[src/rtl/nds_pkg.sv]
package nds_pkg;

  // field and counter widths fixed by the pixel format and the register map
  localparam int CFG_W   = 12;
  localparam int DIM_W   = 13;
  localparam int POS_W   = 12;
  localparam int ERR_W   = 13;
  localparam int PIX_W   = 16;
  localparam int IDX_W   = 2;
  localparam int CHAN_W  = 8;

  // register indexes
  localparam logic [IDX_W-1:0] REG_SRC_WIDTH  = 2'd0;
  localparam logic [IDX_W-1:0] REG_SRC_HEIGHT = 2'd1;
  localparam logic [IDX_W-1:0] REG_DST_WIDTH  = 2'd2;
  localparam logic [IDX_W-1:0] REG_DST_HEIGHT = 2'd3;

  // register reset values
  localparam logic [CFG_W-1:0] RST_SRC_WIDTH  = 12'd640;
  localparam logic [CFG_W-1:0] RST_SRC_HEIGHT = 12'd480;
  localparam logic [CFG_W-1:0] RST_DST_WIDTH  = 12'd96;
  localparam logic [CFG_W-1:0] RST_DST_HEIGHT = 12'd96;

  typedef struct packed {
    logic [CFG_W-1:0] source_width;
    logic [CFG_W-1:0] source_height;
    logic [CFG_W-1:0] target_width;
    logic [CFG_W-1:0] target_height;
  } size_cfg_t;

  typedef struct packed {
    logic [POS_W-1:0] src_col;
    logic [POS_W-1:0] src_row;
    logic [ERR_W-1:0] col_error;
    logic [ERR_W-1:0] row_error;
    logic [POS_W-1:0] out_col;
    logic [POS_W-1:0] out_row;
    logic             row_taken;
  } scan_state_t;

  typedef struct packed {
    logic [CHAN_W-1:0] red;
    logic [CHAN_W-1:0] green;
    logic [CHAN_W-1:0] blue;
    logic              line_end;
    logic              frame_end;
  } rgb_out_t;

endpackage

[src/rtl/nds_step.sv]
module nds_step #(
  parameter int MAX_DIM = 2048
) (
  input  nds_pkg::size_cfg_t          cfg,
  input  nds_pkg::scan_state_t        state,
  input  logic [nds_pkg::PIX_W-1:0]   pixel_565,
  input  logic                        frame_start,
  output nds_pkg::scan_state_t        state_nxt,
  output logic                        emit,
  output nds_pkg::rgb_out_t           result
);
  import nds_pkg::*;

  localparam logic [DIM_W-1:0] MAX_V = DIM_W'(MAX_DIM);

  // zero reads as one, oversize clamps to the maximum
  function automatic logic [DIM_W-1:0] dim_of(input logic [CFG_W-1:0] v);
    logic [DIM_W-1:0] w;
    w = DIM_W'(v);
    if (v == '0) begin
      dim_of = DIM_W'(1);
    end else if (w > MAX_V) begin
      dim_of = MAX_V;
    end else begin
      dim_of = w;
    end
  endfunction

  logic [DIM_W-1:0] sw, sh, dw_raw, dh_raw, dw, dh;
  logic [DIM_W-1:0] dw_m1, dh_m1;
  scan_state_t      cur;
  logic             taken;
  logic             col_sel;
  logic [ERR_W-1:0] ce_add, ce_sat, re_add, re_sat;
  logic [4:0]       r5, b5;
  logic [5:0]       g6;

  always_comb begin
    sw     = dim_of(cfg.source_width);
    sh     = dim_of(cfg.source_height);
    dw_raw = dim_of(cfg.target_width);
    dh_raw = dim_of(cfg.target_height);
    dw     = (dw_raw > sw) ? sw : dw_raw;
    dh     = (dh_raw > sh) ? sh : dh_raw;
    dw_m1  = dw - DIM_W'(1);
    dh_m1  = dh - DIM_W'(1);

    cur = frame_start ? '0 : state;

    // row decision made on column zero and held for the row
    taken   = (cur.src_col == '0) ? (cur.row_error < dh) : cur.row_taken;
    col_sel = cur.col_error < dw;

    emit = taken && col_sel;

    r5 = pixel_565[15:11];
    g6 = pixel_565[10:5];
    b5 = pixel_565[4:0];
    result.red       = {r5, r5[4:2]};
    result.green     = {g6, g6[5:4]};
    result.blue      = {b5, b5[4:2]};
    result.line_end  = cur.out_col == dw_m1[POS_W-1:0];
    result.frame_end = result.line_end && (cur.out_row == dh_m1[POS_W-1:0]);

    // column error step with saturation at zero
    ce_add = col_sel ? ERR_W'(cur.col_error + sw) : cur.col_error;
    ce_sat = (ce_add >= dw) ? ERR_W'(ce_add - dw) : '0;

    re_add = taken ? ERR_W'(cur.row_error + sh) : cur.row_error;
    re_sat = (re_add >= dh) ? ERR_W'(re_add - dh) : '0;

    state_nxt           = cur;
    state_nxt.row_taken = taken;
    if (DIM_W'(cur.src_col) >= sw - DIM_W'(1)) begin
      // end of source line
      state_nxt.src_col   = '0;
      state_nxt.col_error = '0;
      state_nxt.out_col   = '0;
      if (DIM_W'(cur.src_row) >= sh - DIM_W'(1)) begin
        state_nxt = '0;
      end else begin
        if (taken) begin
          state_nxt.out_row = cur.out_row + POS_W'(1);
        end
        state_nxt.row_error = re_sat;
        state_nxt.src_row   = cur.src_row + POS_W'(1);
      end
    end else begin
      state_nxt.src_col   = cur.src_col + POS_W'(1);
      state_nxt.col_error = ce_sat;
      if (col_sel) begin
        state_nxt.out_col = cur.out_col + POS_W'(1);
      end
    end
  end

endmodule

[src/rtl/nearest_downscale_rgb565_to_rgb888.sv]
// channel | direction | tdata                          | tuser        | tlast
// in_     | slave     | pixel_565                      | frame_start  | -
// out_    | master    | red, green, blue (low to high) | frame_end    | line_end
// cfg_    | write     | cfg_wdata at cfg_index when cfg_we, no read-back
//
// one pixel per cycle sustained while out_ does not stall; a pixel passes an input register, then the
// selection counters and channel widening, which are combinational, then the result register
// stalls on out_tready hold the result register and a full input register; in_tready follows the result register
// rst_n is synchronous, active low; it clears sizes to 640x480 -> 96x96 and counters
module nearest_downscale_rgb565_to_rgb888 #(
  parameter int MAX_DIM = 2048
) (
  input  logic                         clk,
  input  logic                         rst_n,
  // configuration write port
  input  logic                         cfg_we,
  input  logic [nds_pkg::IDX_W-1:0]    cfg_index,
  input  logic [nds_pkg::CFG_W-1:0]    cfg_wdata,
  // source pixels
  input  logic                         in_tvalid,
  output logic                         in_tready,
  input  logic [15:0]                  in_tdata,   // [15:0] pixel_565
  input  logic                         in_tuser,   // [0] frame_start
  // output pixels
  output logic                         out_tvalid,
  input  logic                         out_tready,
  output logic [23:0]                  out_tdata,  // [7:0] red, [15:8] green, [23:16] blue
  output logic                         out_tlast,  // line_end
  output logic                         out_tuser   // [0] frame_end
);
  import nds_pkg::*;

  size_cfg_t          cfg_r;
  scan_state_t        state_r;
  scan_state_t        state_nxt;

  // input register
  logic               s1_valid_r;
  logic [PIX_W-1:0]   s1_pix_r;
  logic               s1_start_r;

  // result register
  logic               out_valid_r;
  rgb_out_t           out_pix_r;

  logic               emit;
  rgb_out_t           result;
  logic               s1_go;
  logic               in_take;

  // the input register moves on whenever the result register is free or draining
  assign s1_go     = s1_valid_r && (!out_valid_r || out_tready);
  assign in_tready = !s1_valid_r || s1_go;
  assign in_take   = in_tvalid && in_tready;

  nds_step #(
    .MAX_DIM (MAX_DIM)
  ) u_step (
    .cfg         (cfg_r),
    .state       (state_r),
    .pixel_565   (s1_pix_r),
    .frame_start (s1_start_r),
    .state_nxt   (state_nxt),
    .emit        (emit),
    .result      (result)
  );

  // size registers
  always_ff @(posedge clk) begin
    if (!rst_n) begin
      cfg_r.source_width  <= RST_SRC_WIDTH;
      cfg_r.source_height <= RST_SRC_HEIGHT;
      cfg_r.target_width  <= RST_DST_WIDTH;
      cfg_r.target_height <= RST_DST_HEIGHT;
    end else if (cfg_we) begin
      unique case (cfg_index)
        REG_SRC_WIDTH:  cfg_r.source_width  <= cfg_wdata;
        REG_SRC_HEIGHT: cfg_r.source_height <= cfg_wdata;
        REG_DST_WIDTH:  cfg_r.target_width  <= cfg_wdata;
        REG_DST_HEIGHT: cfg_r.target_height <= cfg_wdata;
        default: ;
      endcase
    end
  end

  // control: valid flags and scan counters
  always_ff @(posedge clk) begin
    if (!rst_n) begin
      s1_valid_r  <= 1'b0;
      out_valid_r <= 1'b0;
      state_r     <= '0;
    end else begin
      if (in_take) begin
        s1_valid_r <= 1'b1;
      end else if (s1_go) begin
        s1_valid_r <= 1'b0;
      end

      if (s1_go) begin
        // counters advance for every source pixel, selected or not
        state_r     <= state_nxt;
        out_valid_r <= emit;
      end else if (out_tready) begin
        out_valid_r <= 1'b0;
      end
    end
  end

  // payload registers
  always_ff @(posedge clk) begin
    if (in_take) begin
      s1_pix_r   <= in_tdata;
      s1_start_r <= in_tuser;
    end
    if (s1_go && emit) begin
      out_pix_r <= result;
    end
  end

  assign out_tvalid = out_valid_r;
  assign out_tdata  = {out_pix_r.blue, out_pix_r.green, out_pix_r.red};
  assign out_tlast  = out_pix_r.line_end;
  assign out_tuser  = out_pix_r.frame_end;

endmodule
[config.mk]
export PLATFORM = sky130hd
export DESIGN_NAME = nearest_downscale_rgb565_to_rgb888
export DESIGN_NICKNAME = d
export VERILOG_FILES = /design/src/rtl/nds_pkg.sv /design/src/rtl/nds_step.sv /design/src/rtl/nearest_downscale_rgb565_to_rgb888.sv
export SDC_FILE = /design/constraint.sdc
export NUM_CORES = 1
export LEC_CHECK = 0
export ABC_AREA = 1
export BUFFER_PORTS_ARGS = -buffer_cell sky130_fd_sc_hd__buf_2
export CELL_PAD_IN_SITES_DETAIL_PLACEMENT = 0
export CELL_PAD_IN_SITES_GLOBAL_PLACEMENT = 1
export CORE_MARGIN = 2
export CORE_UTILIZATION = 45
export DETAILED_ROUTE_END_ITERATION = 7
export GPL_TIMING_DRIVEN = 0
export PLACE_DENSITY = 0.92
export SLEW_MARGIN = 10
export SYNTH_ARGS = -nofsm -noshare
export SYNTH_HDL_FRONTEND = slang
export SYNTH_SLANG_ARGS = --single-unit
[constraint.sdc]
create_clock -name clk -period 8.95 [get_ports clk]
set_input_delay 0.895 -clock clk [delete_from_list [all_inputs] [get_ports clk]]
set_output_delay 0.895 -clock clk [all_outputs]
set_load 0.1 [all_outputs]
==> results of run 1 <==
[synthesized netlist by cell type, drive strengths merged, types with 6 or more instances]
master / number / area (um^2)
a211oi: 7 / 52.55
edfxtp: 35 / 1051
nand3b: 8 / 60.06
xnor2: 9 / 78.83
a21oi: 179 / 914.6
nor4: 10 / 62.56
inv: 268 / 1006
nand3: 119 / 620.6
o211ai: 12 / 90.09
or2: 18 / 112.6
o22ai: 8 / 50.05
nand2: 363 / 1410
buf: 22 / 130.1
ha: 120 / 1501
nor3: 26 / 135.1
dfxtp: 125 / 2502
o21ai: 121 / 609.3
clkbuf: 40 / 150.1
nand4: 19 / 125.1
o21a: 6 / 45.04
o21bai: 16 / 120.1
xor2: 58 / 508.0
nor2: 189 / 726.9
[per-stage QoR]
stage | cells | hold WS, ns | setup TNS (ns) | area [um^2]
final | 2256 | 0.4210 | 0 | 13910
after global routing | 2256 | 0.4289 | -0.01172 | 13910
after CTS | 2256 | 0.4224 | 0 | 13820
after detailed placement | 2225 | 0.4045 | -0.05920 | 13190
after global placement | 2224 | 0.4004 | 0 | 13180
after floorplan | 1820 | 0.4003 | 0 | 12430
[cell type report]
type	instances	area, um^2	area share
buffer	60	274.0	0.01970
clock buffer	17	425.4	0.03059
clock inverter	15	206.4	0.01484
inverter	270	1015	0.07296
multi-input combinational	1328	7676	0.5520
sequential	160	3553	0.2555
tap	341	426.7	0.03068
timing repair buffer	65	330.3	0.02375
[worst max-delay path: cells and delay by family, from the launching register on]
kind | cells | cell delay [ns]
compound gates | 12 | 2.11
fa+ha+maj | 3 | 1.03
buf+inv | 7 | 1.18
flops | 1 | 0.31
simple gates | 25 | 3.47
[per-layer routing]
layer | vias up | wire [um] | global-route usage | part of all wire
met3 | 36 | 2207 | 0.03279 | 0.063
met2 | 349 | 15240 | 0.3940 | 0.44
met5 | - | 0 | 0 | 0
li1 | 6172 | - | - | -
met1 | 5580 | 17010 | 0.3441 | 0.49
met4 | 0 | 571 | 0.06466 | 0.016
[registers in the layout, indices dropped and copies added (netlist names)]
signal and flops:
out_tvalid 1, s1_valid_r 1, cfg_r 48, out_tdata 16
s1_start_r 1, out_tlast 1, s1_pix_r 16, state_r 75
out_tuser 1
[cell families (layout without fill, tap and decap cells)]
kind of cell | Yosys count | count (layout) | synth area share
fa+ha+maj | 124 | 124 | 0.1272
xor+xnor | 67 | 67 | 0.04721
compound gates | 378 | 378 | 0.1709
other cells | 1 | 2 | 0.0003017
simple gates | 757 | 757 | 0.2644
buf+inv | 332 | 427 | 0.1041
flops | 160 | 160 | 0.2859
[placed cells by master (no fill, tap or decap), types with 58 or more instances in the layout]
master   count
nand2_1    350
dfxtp_1    125
o21ai_0    113
buf_2       72
a21oi_1    171
inv_1      257
xor2_1      58
nand3_1    113
nor2_1     178
ha_1       120
[power groups by stage]
stage | sequential (mW) | combinational, mW | clock [mW]
6_report | 0.795 | 0.886 | 0.763
5_1_grt | 0.798 | 0.989 | 0.803
4_1_cts | 0.794 | 0.861 | 0.775
3_5_place_dp | 0.811 | 0.857 | 0
3_3_place_gp | 0.810 | 0.840 | 0
2_1_floorplan | 0.870 | 0.600 | 0
[what timing repair did]
action,in CTS,in global routing
setup endpoints to repair,1,26
resized for setup,0,25
pin swaps,0,1
hold buffers,0,0
buffers inserted,0,1
[worst min path at each step]
stage	from	to	slack [ns]
finish	s1_pix_r[2]	out_tdata[21]	0.42
global route	s1_pix_r[6]	out_tdata[11]	0.43
CTS	s1_pix_r[2]	out_tdata[21]	0.42
floorplan	s1_pix_r[5]	out_tdata[10]	0.40
global placement	s1_pix_r[11]	out_tdata[3]	0.40
detailed placement	s1_pix_r[2]	out_tdata[21]	0.40
==> results.tsv, run 1 <==
stage	metric	value	unit
routing	drt-vias-per-instance	5.380	
pwr	p_sw	1.001	mW
placed_design	io_buffers	63	
critical_path	slowest_delay	0.37	ns
critical_path	cp_common_cell	nand2_1	
pwr	power_density	175.7	nW/um^2
timing	setup_viol_count_final	0	
cells_and_area	n_antenna_cell	0	
grt	grt_pass1_wl	56280	um
timing	layout_setup_ws	0.7099	ns
die	row_count	60	
clock_tree	cts-buffers-inserted	17	
logic_synthesis	synth-seq-cells	160	
routing	drtPass1Iterations	5	
pwr	ir_worst_vdd	0.1045	mV
cells_and_area	fin_nets	2062	
clock_tree	clock-sinks	160	
clock_tree	clock_tree.root_cell	clkbuf_16	
grt	grt_pass1_vias	11130	
cells_and_area	final_util	0.5146	
die	coreArea	27030	um^2
routing	drt_iter0_drc	1005	
timing	final.period_utilization	0.9207	
critical_path	r2r_start	cfg_r[30]	
die	die_x	170.2	um
pwr	seqPwrFrac	0.325	
die	ios	64	
critical_path	worst-path-max-fanout	10	
die	die_area	28970	um^2
logic_synthesis	syn_area_per_cell	6.834	um^2
critical_path	arrival	8.54	ns
timing	clock-skew-final	0.01494	ns
die	initial_core_util	0.4600	
timing	drv_slew	0	
logic_synthesis	yosysUniqueCellTypes	58	
logic_synthesis	yosysWarnings	0	
routing	route.detailed.drc	0	
placed_design	place.gp.congestion	0.9102	
pwr	pwr-share-clk	0.312	
cells_and_area	drive_above_1_share	0.09974	
critical_path	slowest_stage	ha_1	
critical_path	crit_start	cfg_r[30]	
critical_path	crit_path_end	state_r[37]	
timing	fmax	121.4	MHz
routing	vias	12140	
pwr	p_total	2.444	mW
timing	fin_crit	8.240	ns
timing	worstMarginPinSlew	0.9405	ns
pwr	switching_share	0.4094	
clock_tree	cts_tree	yes	
clock_tree	htree_levels	4	
routing	ant_nets	0	
logic_synthesis	synth_edf_count	35	
pwr	p_comb_frac	0.362	
min_path	holdPathStages	0	
timing	hold_violations	0	
routing	wl_per_cell	15.53	um
clock_tree	cts_max_path_buffers	2	
grt	overflow	0	
logic_synthesis	synth_cells	1819	
critical_path	setup.worst_path.end_class	register	
placed_design	post-place-ws	-0.05920	ns
cells_and_area	fillers	2675	
flow_run	max_cap_viol_count	0	
logic_synthesis	synth-main-ff-cell	dfxtp_1	
placed_design	dp_hpwl	27850	um
cells_and_area	synthToLayoutAreaGrowth	11.88	%
run_status	outcome	finished clean	
clock_tree	clock_latency	0.44	ns
logic_synthesis	async_flop_share	0	
pwr	p_int	1.443	mW
critical_path	cp.required	9.25	ns
die	die_y	170.2	um
critical_path	r2r_end	state_r[37]	
grt	grtUsageTotal	0.2446	
logic_synthesis	netlist_area	12430	um^2
routing	drt_wl_total	35030	um
critical_path	start_kind	register	
critical_path	reg2reg_depth	47	
timing	slew_headroom	0.3664	
grt	antenna_found_initial	0	
min_path	holdCritPathClass	reg2reg	
grt	grt_max_degree	21	
critical_path	rrSetupSlack	0.71	ns
critical_path	crit_type	reg2reg	
logic_synthesis	yosysSeqAreaShare	0.2859	
clock_tree	clk_transition_reported_paths	0.08	ns
pwr	p_leak	6.363	nW
Power figures use the tool's default switching activity.
==> inputs of run 2 (changes only) <==
ABC_CLOCK_PERIOD_IN_PS = 8950   (was not set)
CORE_ASPECT_RATIO = 1.5   (was not set)
==> run 2 against run 1 <==
Compared with the run above:
- wire length increased by 4.7%
- register-to-register slack about the same
- critical path depth increased by 1
- clock skew fell by 0.0056 ns
- flip-flop and latch count unchanged
- first-iteration DRC count down 24%
- sequential power about the same
- global-route usage rose by 0.49 points
- utilization fell by 0.58 points
- critical path type unchanged
==> results.tsv, run 2 (same netlist as run 1, synthesis figures left out) <==
stage	metric	value	unit	change
timing	fin_crit	8.238	ns	-0.002370 ns
min_path	min_from	s1_pix_r[5]		
clock_tree	cts_tree	yes		
timing	drv_slew	0		unchanged
timing	fmax	121.4	MHz	about the same
timing	setup_tns	0	ns	unchanged
cells_and_area	synthToLayoutAreaGrowth	11.41	%	
cells_and_area	most-common-layout-cells	350 x nand2_1, 257 x inv_1, 179 x nor2_1		
routing	drtPass1Iterations	8		+3
placed_design	place.gp.congestion	0.9620		+5.7%
cells_and_area	largest_registers	state_r: 75 flops, cfg_r: 48 flops		
clock_tree	cts-buffers-inserted	17		unchanged
grt	antenna_found_initial	0		unchanged
routing	vias	12270		+1.1%
pwr	switching_share	0.4067		-0.002698
die	die_y	207.6	um	+22%
routing	route.detailed.drc	0		unchanged
placed_design	io_buffers	63		unchanged
grt	grtUsageTotal	0.2494		+0.004852
die	die_x	139.7	um	-18%
critical_path	worst-path-max-fanout	12		+2
pwr	p_sw	973.8	uW	-2.7%
cells_and_area	fin_nets	2062		unchanged
die	initial_core_util	0.4567		-0.003298
critical_path	r2r_start	cfg_r[30]		
routing	met1_length	13970	um	-18%
routing	route.met3.wl	1193	um	-46%
pwr	ir_worst_vdd	0.1523	mV	+46%
cells_and_area	final_util	0.5088		-0.005804
routing	drt_wl_total	36690	um	+4.7%
critical_path	cp_common_cell	nand2_1		
grt	grt_pass1_wl	57900	um	+2.9%
clock_tree	clock-sinks	160		unchanged
grt	overflow	0		unchanged
critical_path	slowest_stage	fa_1		
die	coreArea	27220	um^2	+0.72%
critical_path	cp.required	9.33	ns	+0.08 ns
min_path	holdCritPathClass	reg2reg		
cells_and_area	top_register	state_r		
timing	layout_setup_ws	0.7123	ns	+0.002370 ns
clock_tree	htree_levels	4		unchanged
placed_design	dp_hpwl	29150	um	+4.7%
clock_tree	cts_max_path_buffers	2		unchanged
critical_path	arrival	8.62	ns	+0.08 ns
timing	slew_headroom	0.3065		-0.05987
placed_design	post-place-ws	-0.2360	ns	-0.1768 ns
die	ios	64		unchanged
critical_path	slowest_delay	0.43	ns	+0.06 ns
timing	final.period_utilization	0.9204		about the same
pwr	p_int	1.421	mW	-1.6%
pwr	p_comb_frac	0.375		+0.013
pwr	pwr-share-clk	0.293		-0.019
run_status	outcome	finished clean		
timing	setup_viol_count_final	0		unchanged
cells_and_area	n_antenna_cell	0		unchanged
grt	grt_max_degree	18		-14%
pwr	power_density	172.9	nW/um^2	-1.6%
cells_and_area	largest_reg_flops	75		unchanged
timing	hold_violations	0		unchanged
flow_run	max_cap_viol_count	0		unchanged
routing	ant_nets	0		unchanged
routing	drt_iter0_drc	765		-24%
routing	drt-vias-per-instance	5.436		+1.0%
cells_and_area	fillers	2802		+4.7%
routing	wl_met2	19440	um	+28%
critical_path	start_kind	register		
critical_path	setup.worst_path.end_class	register		
timing	clock-skew-final	0.009367	ns	-0.005568 ns
clock_tree	clock_latency	0.46	ns	+0.02 ns
critical_path	crit_type	reg2reg		
cells_and_area	final_common_cell	nand2_1		
critical_path	crit_start	cfg_r[30]		
die	die_area	29000	um^2	about the same
pwr	p_leak	6.324	nW	-0.61%
clock_tree	clk_transition_reported_paths	0.07	ns	about the same
grt	grt_pass1_vias	11780		+5.8%
timing	worstMarginPinSlew	1.029	ns	+0.08886 ns
clock_tree	clock_tree.root_cell	clkbuf_16		
die	row_count	74		+23%
routing	wl_per_cell	16.25	um	+4.7%
pwr	seqPwrFrac	0.332		+0.007
cells_and_area	drive_above_1_share	0.09922		-0.0005222
routing	highest_layer	met4		
## run 2: cell count changes in the layout (fill, tap and decap cells not counted), moves of 3 or more
cell | before | now
inv_6 | 1 | 6
clkinvlp_4 | 0 | 4
clkinv_8 | 6 | 0
inv_12 | 3 | 0
## run 2: critical path, delay by kind of cell, from the launching register on
kind / cells / cell delay (ns)
DFF: 1 / 0.30
buffers and inverters: 8 / 1.29
adders and majority gates: 4 / 1.35
AOI/OAI and AO/OA: 9 / 1.55
and+or+nand+nor: 27 / 3.69
## run 2: repair_timing
item                                    CTS  global route
hold buffers                              0             0
buffers inserted                          0             1
pin swaps                                 0             1
gates cloned                              0             0
gates resized for setup                   0            27
endpoints found under the setup margin    2            26
## run 2: cell type report
cell class / instances / area, um^2 / area share
Multi-Input combinational cell: 1328 / 7692 / 0.5554
Inverter: 270 / 1018 / 0.07354
Clock inverter: 15 / 123.9 / 0.008944
Buffer: 60 / 274.0 / 0.01979
Sequential cell: 160 / 3553 / 0.2566
Timing Repair Buffer: 65 / 334.1 / 0.02412
Clock buffer: 17 / 425.4 / 0.03072
Tap cell: 342 / 427.9 / 0.03090
## run 2: per-stage QoR
step	total power, mW	std cells	hold WS (ns)	cell area, um^2
6_report	2.394	2257	0.4200	13850
3_5_place_dp	1.679	2226	0.4045	13190
5_1_grt	2.533	2257	0.4265	13850
4_1_cts	2.382	2257	0.4208	13740
3_3_place_gp	1.663	2225	0.4003	13180
2_1_floorplan	1.470	1820	0.4003	12430
## run 2: path summary, 6_finish.rpt
check	endpoint	depth (start not counted)	slack (ns)
worst max register to register	state_r[37]	48	0.71
worst max-delay path	state_r[37]	48	0.71
worst min-delay path	out_tdata[10]	0	0.42
worst min register to register	out_tdata[10]	0	0.42
## run 2: layer usage
layer / track usage / vias to the layer above
li1: - / 6152
met3: 0.02884 / 109
met4: 0.1462 / 0
met1: 0.2664 / 5716
met2: 0.4656 / 291
met5: 0 / -
## run 2: power by group through the flow
stage / sequential, mW / clock, mW / combinational [mW]
after global placement: 0.811 / 0 / 0.852
final: 0.796 / 0.701 / 0.897
after global routing: 0.800 / 0.740 / 0.994
after detailed placement: 0.812 / 0 / 0.867
after CTS: 0.796 / 0.713 / 0.873
after floorplan: 0.870 / 0 / 0.600
==> inputs of run 3 (changes only) <==
ABC_CLOCK_PERIOD_IN_PS = 7700   (was 8950)
clock period = 7.7 ns   (was 8.95 ns; I/O delays follow)
==> run 3 against run 2 <==
Compared with the run above:
- worst setup slack worse by 0.44 ns
- clock power up 17%
- flip-flop and latch count unchanged
- register-to-register slack worse by 0.44 ns
- critical path type unchanged
- non-clock buffer count up 20
- cell area up 3.7%
- worst hold slack worse by 0.00079 ns
- wire length up 1.7%
- critical path depth down 18
- die area unchanged
- critical endpoint unchanged
- global-route usage up 0.14 points
==> results.tsv, run 3 (same netlist as run 1, synthesis figures left out) <==
stage	metric	value	unit	change
run_status	outcome	finished clean		
cells_and_area	largest_registers	state_r: 75 flops, cfg_r: 48 flops		
timing	setup_viol_count_final	0		unchanged
clock_tree	cts_max_path_buffers	2		unchanged
cells_and_area	fillers	2741		-2.2%
routing	wl_per_cell	16.37	um	+0.69%
cells_and_area	multi_input_area	8006	um^2	+4.1%
critical_path	r2r_start	s1_start_r		
routing	vias	12410		+1.1%
cells_and_area	final_common_cell	nand2_1		
die	die_area	29000	um^2	unchanged
critical_path	setup.worst_path.end_class	register		
clock_tree	cts_tree	yes		
timing	fmax	134.6	MHz	+11%
critical_path	crit_start	s1_start_r		
critical_path	crit_type	reg2reg		
clock_tree	cts-buffers-inserted	17		unchanged
pwr	p_leak	6.497	nW	+2.7%
cells_and_area	drive_above_1_share	0.1378		+0.03863
die	ios	64		unchanged
placed_design	post-place-ws	-1.486	ns	-1.250 ns
placed_design	dp_hpwl	29150	um	unchanged
cells_and_area	top_register	state_r		
critical_path	cp.required	8.01	ns	-1.32 ns
die	initial_core_util	0.4567		unchanged
cells_and_area	n_antenna_cell	0		unchanged
critical_path	slowest_stage	nor4_1		
die	die_x	139.7	um	unchanged
timing	worstMarginPinSlew	0.9459	ns	-0.08339 ns
flow_run	max_cap_viol_count	0		unchanged
timing	layout_setup_ws	0.2716	ns	-0.4407 ns
grt	grtUsageTotal	0.2508		+0.001403
die	row_count	74		unchanged
critical_path	slowest_delay	0.73	ns	+0.30 ns
clock_tree	clock_tree.root_cell	clkbuf_16		
cells_and_area	most-common-layout-cells	343 x nand2_1, 252 x inv_1, 165 x a21oi_1		
pwr	power_density	200.7	nW/um^2	+16%
timing	final.period_utilization	0.9647		+0.04432
timing	slew_headroom	0.3627		+0.05618
timing	setup_tns	0	ns	unchanged
grt	grt_pass1_wl	58280	um	+0.64%
timing	drv_slew	0		unchanged
placed_design	io_buffers	63		unchanged
grt	grt_max_degree	18		unchanged
die	die_y	207.6	um	unchanged
grt	antenna_found_initial	0		unchanged
cells_and_area	regArea	3553	um^2	unchanged
timing	clock-skew-final	0.01162	ns	+0.002249 ns
clock_tree	clock_latency	0.46	ns	about the same
routing	route.detailed.drc	0		unchanged
placed_design	place.gp.congestion	0.9620		unchanged
routing	drt_iter0_drc	736		-3.8%
grt	overflow	0		unchanged
grt	grt_pass1_vias	11830		+0.42%
critical_path	worst-path-max-fanout	12		unchanged
clock_tree	clk_transition_reported_paths	0.07	ns	about the same
cells_and_area	final_util	0.5276		+0.01885
routing	drtPass1Iterations	7		-1
min_path	min_from	s1_pix_r[9]		
clock_tree	clock-sinks	160		unchanged
cells_and_area	largest_reg_flops	75		unchanged
die	coreArea	27220	um^2	unchanged
critical_path	start_kind	register		
placed_design	dp.cells	2226		unchanged
cells_and_area	fin_nets	2084		+1.1%
routing	ant_nets	0		unchanged
cells_and_area	finalNonFillerCells	2279		+0.97%
min_path	holdCritPathClass	reg2reg		
timing	hold_violations	0		unchanged
timing	fin_crit	7.428	ns	-0.8093 ns
cells_and_area	synthToLayoutAreaGrowth	15.54	%	
clock_tree	htree_levels	4		unchanged
pwr	ir_worst_vdd	0.1769	mV	+16%
timing	worst_hold_slack	0.4192	ns	-0.0007920 ns
routing	drt-vias-per-instance	5.444		+0.16%
critical_path	arrival	7.74	ns	-0.88 ns
routing	drt_wl_total	37300	um	+1.7%
-- run 3: worst paths after layout --
path	to	slack, ns	depth (start not counted)
worst min-delay path	out_tdata[14]	0.42	0
worst max-delay path	state_r[37]	0.27	30
worst max register to register	state_r[37]	0.27	30
worst min register to register	out_tdata[14]	0.42	0
-- run 3: through the flow --
step                cell area, um^2  power (mW)
floorplan                     12430       1.709
global placement              13180       1.933
detailed placement            13190       1.951
CTS                           13900       2.792
global route                  14360       3.043
finish                        14360       2.882
-- run 3: worst max-delay path, delay by kind of cell (launching register included) --
family                   cells  cell delay, ns
flip-flops                   1            0.45
adder cells (fa/ha/maj)      3            0.62
AO/OA/AOI/OAI                9            1.52
AND/OR/NAND/NOR             11            1.91
buffers and inverters        7            2.77
-- run 3: timing repair --
action | in CTS | in global routing
hold buffers | 0 | 0
setup buffers | 4 | 17
cloned | 0 | 2
gates resized for setup | 42 | 88
pin swaps | 5 | 29
hold endpoints to repair | 0 | 0
setup endpoints to repair | 26 | 26
-- run 3: report_power, final --
part           switching, mW  internal (mW)
combinational          0.764          0.376
sequential            0.0204          0.905
clock                  0.397          0.421
total                   1.18           1.70
-- run 3: per-layer routing --
metal	global-route usage	up-vias	wire [um]
li1	-	6198	-
met1	0.2680	5804	14180
met2	0.4681	294	19970
met3	0.02930	112	1119
met4	0.1466	0	2032
met5	0	-	0
-- run 3: layout make-up --
cell class	count	share of cell area
buffer	60	0.02065
clock buffer	17	0.02962
clock inverter	15	0.008624
inverter	270	0.07222
multi-input combinational	1329	0.5575
sequential	160	0.2474
tap	342	0.02979
timing repair buffer	85	0.03371
timing repair inverter	1	0.0005227
